[src/fmpd_pkg.sv]
// Shared types, constants and elaboration-time functions for the FM phase discriminator.
// Used by the channel interfaces, the controller, the datapath and the top level.
`default_nettype none

package fmpd_pkg;

  localparam int SAMPLE_W = 16;
  localparam int PROD_W = 32;
  localparam int ANGLE_W = 19;
  localparam int LUT_W = 16;
  localparam int QUO_W = 17;
  localparam int TABLE_INDEX_BITS_DEFAULT = 8;
  localparam int QUARTER_PI = 25736;
  localparam int DIV_STEPS = 17;
  localparam int DIV_CNT_W = $clog2(DIV_STEPS);
  localparam int SERIES_BITS = 40;
  localparam int SERIES_TERMS = 80;

  typedef enum logic [3:0] {
    S_IDLE,
    S_MUL0,
    S_MUL1,
    S_MUL2,
    S_MUL3,
    S_MUL4,
    S_ABS,
    S_SWAP,
    S_DIV,
    S_LUT_LO,
    S_LUT_HI,
    S_INTERP,
    S_ANGLE,
    S_OUT
  } state_t;

  // Steps of the shared multiplier that build the dot and cross products.
  typedef enum logic [2:0] {
    MOP_NONE,
    MOP_RE_FIRST,
    MOP_RE_SECOND,
    MOP_IM_FIRST,
    MOP_IM_SECOND,
    MOP_IM_DONE
  } mul_op_t;

  typedef struct packed {
    logic    load_in;
    mul_op_t mul_op;
    logic    abs_en;
    logic    swap_en;
    logic    div_step;
    logic    lut_lo_en;
    logic    lut_hi_en;
    logic    interp_en;
    logic    angle_en;
    logic    load_out;
  } dp_cmd_t;

  typedef struct packed {
    logic out_busy;
  } dp_status_t;

  // Restoring long division on 64-bit constants; only evaluated at elaboration.
  function automatic logic [63:0] const_udiv(input logic [63:0] num, input logic [63:0] dv);
    logic [63:0] q;
    logic [63:0] r;
    q = '0;
    r = '0;
    for (int i = 63; i >= 0; i--) begin
      r = {r[62:0], num[i]};
      if (r >= dv) begin
        r = r - dv;
        q[i] = 1'b1;
      end
    end
    return q;
  endfunction

  // Arctangent table entry k: round(atan(k / 2^b) * 32768), by the exact series.
  function automatic logic [LUT_W-1:0] atan_entry(input int unsigned k, input int unsigned b);
    logic [63:0] k64;
    logic [63:0] k2;
    logic [63:0] den;
    logic [63:0] term;
    logic [63:0] sum;
    logic [63:0] rounded;
    k64 = 64'(k);
    k2 = k64 * k64;
    den = (64'd1 << (2 * b)) + k2;
    term = const_udiv((k64 << b) << SERIES_BITS, den);
    sum = term;
    for (int n = 1; n < SERIES_TERMS; n++) begin
      if (term != 64'd0) begin
        term = const_udiv(term * k2, den);
        term = const_udiv(term * 64'(2 * n), 64'(2 * n + 1));
        sum = sum + term;
      end
    end
    rounded = (sum * 64'd32768 + (64'd1 << (SERIES_BITS - 1))) >> SERIES_BITS;
    return rounded[LUT_W-1:0];
  endfunction

endpackage

`default_nettype wire

[src/fmpd_ctrl.sv]
// Sequencing state machine of the FM phase discriminator.
// Depends on fmpd_pkg for the state, command and status types.
`default_nettype none

module fmpd_ctrl (
  input  wire                     clk,
  input  wire                     rst,
  input  wire                     in_valid,
  output logic                    in_ready,
  input  fmpd_pkg::dp_status_t    status,
  output fmpd_pkg::dp_cmd_t       cmd
);

  fmpd_pkg::state_t                state;
  fmpd_pkg::state_t                state_next;
  logic [fmpd_pkg::DIV_CNT_W-1:0]  cnt;
  logic                            div_last;

  assign div_last = (cnt == fmpd_pkg::DIV_CNT_W'(fmpd_pkg::DIV_STEPS - 1));

  always_ff @(posedge clk) begin
    if (rst) begin
      state <= fmpd_pkg::S_IDLE;
      cnt <= '0;
    end else begin
      state <= state_next;
      if (state == fmpd_pkg::S_DIV) begin
        cnt <= cnt + 1'b1;
      end else begin
        cnt <= '0;
      end
    end
  end

  always_comb begin
    state_next = state;
    unique case (state)
      fmpd_pkg::S_IDLE: begin
        if (in_valid) state_next = fmpd_pkg::S_MUL0;
      end
      fmpd_pkg::S_MUL0:   state_next = fmpd_pkg::S_MUL1;
      fmpd_pkg::S_MUL1:   state_next = fmpd_pkg::S_MUL2;
      fmpd_pkg::S_MUL2:   state_next = fmpd_pkg::S_MUL3;
      fmpd_pkg::S_MUL3:   state_next = fmpd_pkg::S_MUL4;
      fmpd_pkg::S_MUL4:   state_next = fmpd_pkg::S_ABS;
      fmpd_pkg::S_ABS:    state_next = fmpd_pkg::S_SWAP;
      fmpd_pkg::S_SWAP:   state_next = fmpd_pkg::S_DIV;
      fmpd_pkg::S_DIV: begin
        if (div_last) state_next = fmpd_pkg::S_LUT_LO;
      end
      fmpd_pkg::S_LUT_LO: state_next = fmpd_pkg::S_LUT_HI;
      fmpd_pkg::S_LUT_HI: state_next = fmpd_pkg::S_INTERP;
      fmpd_pkg::S_INTERP: state_next = fmpd_pkg::S_ANGLE;
      fmpd_pkg::S_ANGLE:  state_next = fmpd_pkg::S_OUT;
      fmpd_pkg::S_OUT: begin
        // Wait until the output register is empty or being emptied.
        if (!status.out_busy) state_next = fmpd_pkg::S_IDLE;
      end
      default:            state_next = fmpd_pkg::S_IDLE;
    endcase
  end

  always_comb begin
    cmd = '0;
    in_ready = 1'b0;
    unique case (state)
      fmpd_pkg::S_IDLE: begin
        in_ready = 1'b1;
        cmd.load_in = in_valid;
      end
      fmpd_pkg::S_MUL0:   cmd.mul_op = fmpd_pkg::MOP_RE_FIRST;
      fmpd_pkg::S_MUL1:   cmd.mul_op = fmpd_pkg::MOP_RE_SECOND;
      fmpd_pkg::S_MUL2:   cmd.mul_op = fmpd_pkg::MOP_IM_FIRST;
      fmpd_pkg::S_MUL3:   cmd.mul_op = fmpd_pkg::MOP_IM_SECOND;
      fmpd_pkg::S_MUL4:   cmd.mul_op = fmpd_pkg::MOP_IM_DONE;
      fmpd_pkg::S_ABS:    cmd.abs_en = 1'b1;
      fmpd_pkg::S_SWAP:   cmd.swap_en = 1'b1;
      fmpd_pkg::S_DIV:    cmd.div_step = 1'b1;
      fmpd_pkg::S_LUT_LO: cmd.lut_lo_en = 1'b1;
      fmpd_pkg::S_LUT_HI: cmd.lut_hi_en = 1'b1;
      fmpd_pkg::S_INTERP: cmd.interp_en = 1'b1;
      fmpd_pkg::S_ANGLE:  cmd.angle_en = 1'b1;
      fmpd_pkg::S_OUT:    cmd.load_out = !status.out_busy;
      default:            cmd = '0;
    endcase
  end

endmodule

`default_nettype wire

[config.mk]
export PLATFORM = sky130hd
export DESIGN_NAME = fmpd_ctrl
export DESIGN_NICKNAME = d
export VERILOG_FILES = /design/src/fmpd_pkg.sv /design/src/fmpd_ctrl.sv
export SDC_FILE = /design/constraint.sdc
export NUM_CORES = 1
export LEC_CHECK = 0
export ABC_CLOCK_PERIOD_IN_PS = 1550
export BUFFER_PORTS_ARGS = -buffer_cell sky130_fd_sc_hd__buf_2
export CAP_MARGIN = 20
export CORE_AREA = 8 8 45 47
export CTS_BUF_LIST = sky130_fd_sc_hd__clkbuf_4
export DETAILED_ROUTE_END_ITERATION = 10
export DIE_AREA = 0 0 53 55
export PLACE_DENSITY_LB_ADDON = 0.15
export SYNTH_ARGS = -nofsm -noshare
export SYNTH_HDL_FRONTEND = slang
export SYNTH_SLANG_ARGS = --single-unit
[constraint.sdc]
create_clock -name clk -period 1.55 [get_ports clk]
set_input_delay 0.31 -clock clk [delete_from_list [all_inputs] [get_ports clk]]
set_output_delay 0.31 -clock clk [all_outputs]
set_load 0.005 [all_outputs]
==> impl_metrics.py <==
metrics = {
    "power": {
        "combPwrFrac_pct": 26.5,
        "p_seq_share_pct": 43.3,
        "sw_frac_of_total_pct": 30.6,
        "pwr-share-clk_pct": 30.2,
        "ir_worst_vdd_v": 0.000698,
        "p_sw_mw": 0.187,
        "p_leak_nw": 0.300,
        "total_power_mw": 0.612,
        "cellPowerDensity_nw_per_um2": 872,
        "internal_power_mw": 0.424,
    },
    "timing": {
        "hold_violations": 0,
        "worstMarginPinSlew_ns": 0.273,
        "setup_viol": 0,
        "slew_violations": 0,
        "clock.fmax_mhz": 654,
        "hold_slack_ns": 0.254,
        "max_slew_margin_pct": 81.6,
        "grt_setup_unrepaired": "yes",
        "post-route-min-period_ns": 1.53,
        "fin_crit_sh_pct": 98.6,
        "clock_skew_ns": 0.00855,
    },
    "floorplanning": {
        "die_h_um": 55,
        "fp.dieW_um": 53,
        "io_pins": 17,
        "core_area_um2": 1380,
        "fp-row-count": 14,
        "initial_utilization_pct": 37.6,
        "die_area_um2": 2920,
    },
    "outcome": {
        "status": "finished clean",
    },
    "detailed_routing": {
        "ant_nets": 0,
        "wl_um": 1210,
        "viasPerCell": 4.76,
        "drc": 0,
        "dr_total_vias": 514,
        "wl_per_cell_um": 11.2,
        "dr.pass1.iters": 3,
        "drt_iter0_drc": 2,
    },
    "clock_tree": {
        "clk_latency_ns": 0.27,
        "cts_tree": "built",
        "path_clk_slew_ns": 0.07,
        "clock_sinks": 9,
        "htree_levels": 1,
        "cts_buffers": 3,
        "ctsRootBufferMaster": "clkbuf_4",
        "cts.path.max_buffers": 2,
    },
    "hold_path": {
        "hold_path_class": "in -> reg",
    },
    "synthesis": {
        "yosys_warnings": 0,
        "yosysSeqAreaShare_pct": 34.6,
        "ys_ff_latch": 9,
        "syn_avg_cell_area_um2": 7.44,
        "syn_inst": 70,
        "synth_fp_nets": 76,
        "ys_types": 25,
        "syn_area_um2": 520,
    },
    "worst_setup_path": {
        "critPathKind": "reg -> out",
        "crit_path_end_kind": "output pin",
        "critical_path_peak_fanout": 4,
        "critical_path_arrival_ns": 1.22,
        "critPathRequiredTime_ns": 1.24,
        "cp-start-kind": "flop",
    },
    "global_routing": {
        "grt_pass1_vias": 482,
        "grt_max_degree": 10,
        "antenna_found_initial": 0,
        "grt_first_pass_wirelength_um": 1900,
        "grt_usage_pct": 8.81,
        "overflow": 0,
    },
    "finish": {
        "area_delta_synth_final_pct": 34.9,
        "layout.nets": 99,
        "n_antenna_cell": 0,
        "drive_gt1_share_pct": 38.0,
    },
    "place": {
        "hpwl_um": 965,
        "port_buffers": 16,
        "gp_congestion": 0.824,
    },
    "flow_run": {
        "cap_violations": 0,
    },
}
## worst paths after layout
path                 start  endpoint  slack (ns)  depth (start not counted)
setup reg to reg  state[2]  state[0]        0.10                          5
hold reg to reg     cnt[0]    cnt[0]        0.48                          1
setup / recovery  state[1]    cmd[5]        0.02                          3
hold / removal         rst  state[0]        0.25                          2
## power groups by stage
stage          logic (mW)  registers (mW)  clock network [mW]
2_1_floorplan       0.107           0.257                   0
3_3_place_gp        0.154           0.266                   0
3_5_place_dp        0.154           0.267                   0
4_1_cts             0.156           0.264               0.189
5_1_grt             0.181           0.267               0.195
6_report            0.162           0.265               0.185
## metrics by stage
step / utilization [%] / instance area [µm²] / std cells / setup TNS [ns] / setup WS [ns]
finish: 50.7 / 702 / 108 / 0 / 0.0218
global route: 50.7 / 702 / 108 / -0.0803 / -0.0354
CTS: 48.6 / 672 / 106 / 0 / 0.0193
detailed placement: 45.8 / 634 / 102 / 0 / 0.191
global placement: 45.8 / 634 / 102 / 0 / 0.212
floorplan: - / 520 / 70 / 0 / 0.184
## cell usage after synthesis
master	count	area share (%)
and2_1	1	1.2
o21ai_0	1	0.96
xnor2_1	2	3.4
inv_1	3	2.2
nand3_1	3	2.9
ha_1	2	4.8
a211o_1	1	1.7
nand2_1	5	3.6
and3b_1	1	1.7
a21oi_1	2	1.9
nor3b_1	1	1.4
xor2_1	2	3.4
nor2b_1	1	1.2
nand2b_1	5	6.0
nor4_1	2	2.4
nor3_1	3	2.9
a21oi_2	2	3.4
nor2_1	16	12
dfxtp_1	9	35
a31o_2	1	1.7
clkbuf_1	3	2.2
a211oi_1	1	1.4
nand4_1	1	1.2
buf_2	1	0.96
or4_1	1	1.4
## flip-flops by register name (all words and copies together), names as in the netlist
name	flops
cnt	5
state	4
## cell usage in the layout, fill, tap and decap left out
| master | count |
|---|---|
| nor3b_1 | 1 |
| clkbuf_4 | 3 |
| buf_2 | 16 |
| nand4_1 | 1 |
| xor2_1 | 2 |
| a21oi_1 | 2 |
| a31o_2 | 1 |
| a211o_1 | 1 |
| dfxtp_2 | 1 |
| ha_1 | 2 |
| nor3_1 | 2 |
| and3b_1 | 1 |
| nor2_1 | 15 |
| a21oi_2 | 2 |
| and2_1 | 1 |
| xnor2_1 | 2 |
| nor3_4 | 1 |
| nand3_1 | 3 |
| nor2_2 | 1 |
| nor2b_1 | 1 |
| buf_4 | 6 |
| or4_1 | 1 |
| a211oi_1 | 1 |
| nand2b_1 | 4 |
| o21ai_0 | 1 |
| dfxtp_1 | 6 |
| inv_1 | 3 |
| clkinv_2 | 1 |
| dfxtp_4 | 2 |
| nand2_1 | 5 |
| nand2b_2 | 1 |
| nor4_1 | 2 |
## layer usage
metal | share of wire [%] | global-route usage, %
met5 | 0 | 0
met4 | 1.3 | 5.17
met3 | 8.5 | 3.74
met2 | 50 | 16.0
met1 | 40 | 8.09
## layout make-up
| type | instances | area, µm² |
|---|---|---|
| repair buffers | 22 | 125 |
| clock buffers | 3 | 22.5 |
| multi-input cells | 54 | 329 |
| clock inverters | 1 | 5.00 |
| well taps | 16 | 20.0 |
| inverters | 3 | 11.3 |
| flip-flops and latches | 9 | 189 |
| fillers | 145 | 682 |
## what timing repair did
action | CTS | global route
cloned | 0 | 0
endpoints found under the setup margin | 5 | 8
setup buffers | 0 | 2
hold buffers | 0 | 0
pin swaps | 1 | 1
gates resized for setup | 4 | 5
## worst max-delay path, stage by stage (launching register included)
cell and delay (ns):
dfxtp_1 0.33, nand2b_2 0.24, nor3_4 0.23, buf_2 0.15
## cell families after synthesis
| family | count (synthesis) | share of synthesized area [%] |
|---|---|---|
| xor gates and xnor gates | 4 | 6.73 |
| AOI/OAI and AO/OA | 8 | 11.1 |
| DFF | 9 | 34.6 |
| adders and majority gates | 2 | 4.81 |
| buffers and inverters | 7 | 5.29 |
| and+or+nand+nor | 40 | 37.5 |
Power figures use the tool's default switching activity.
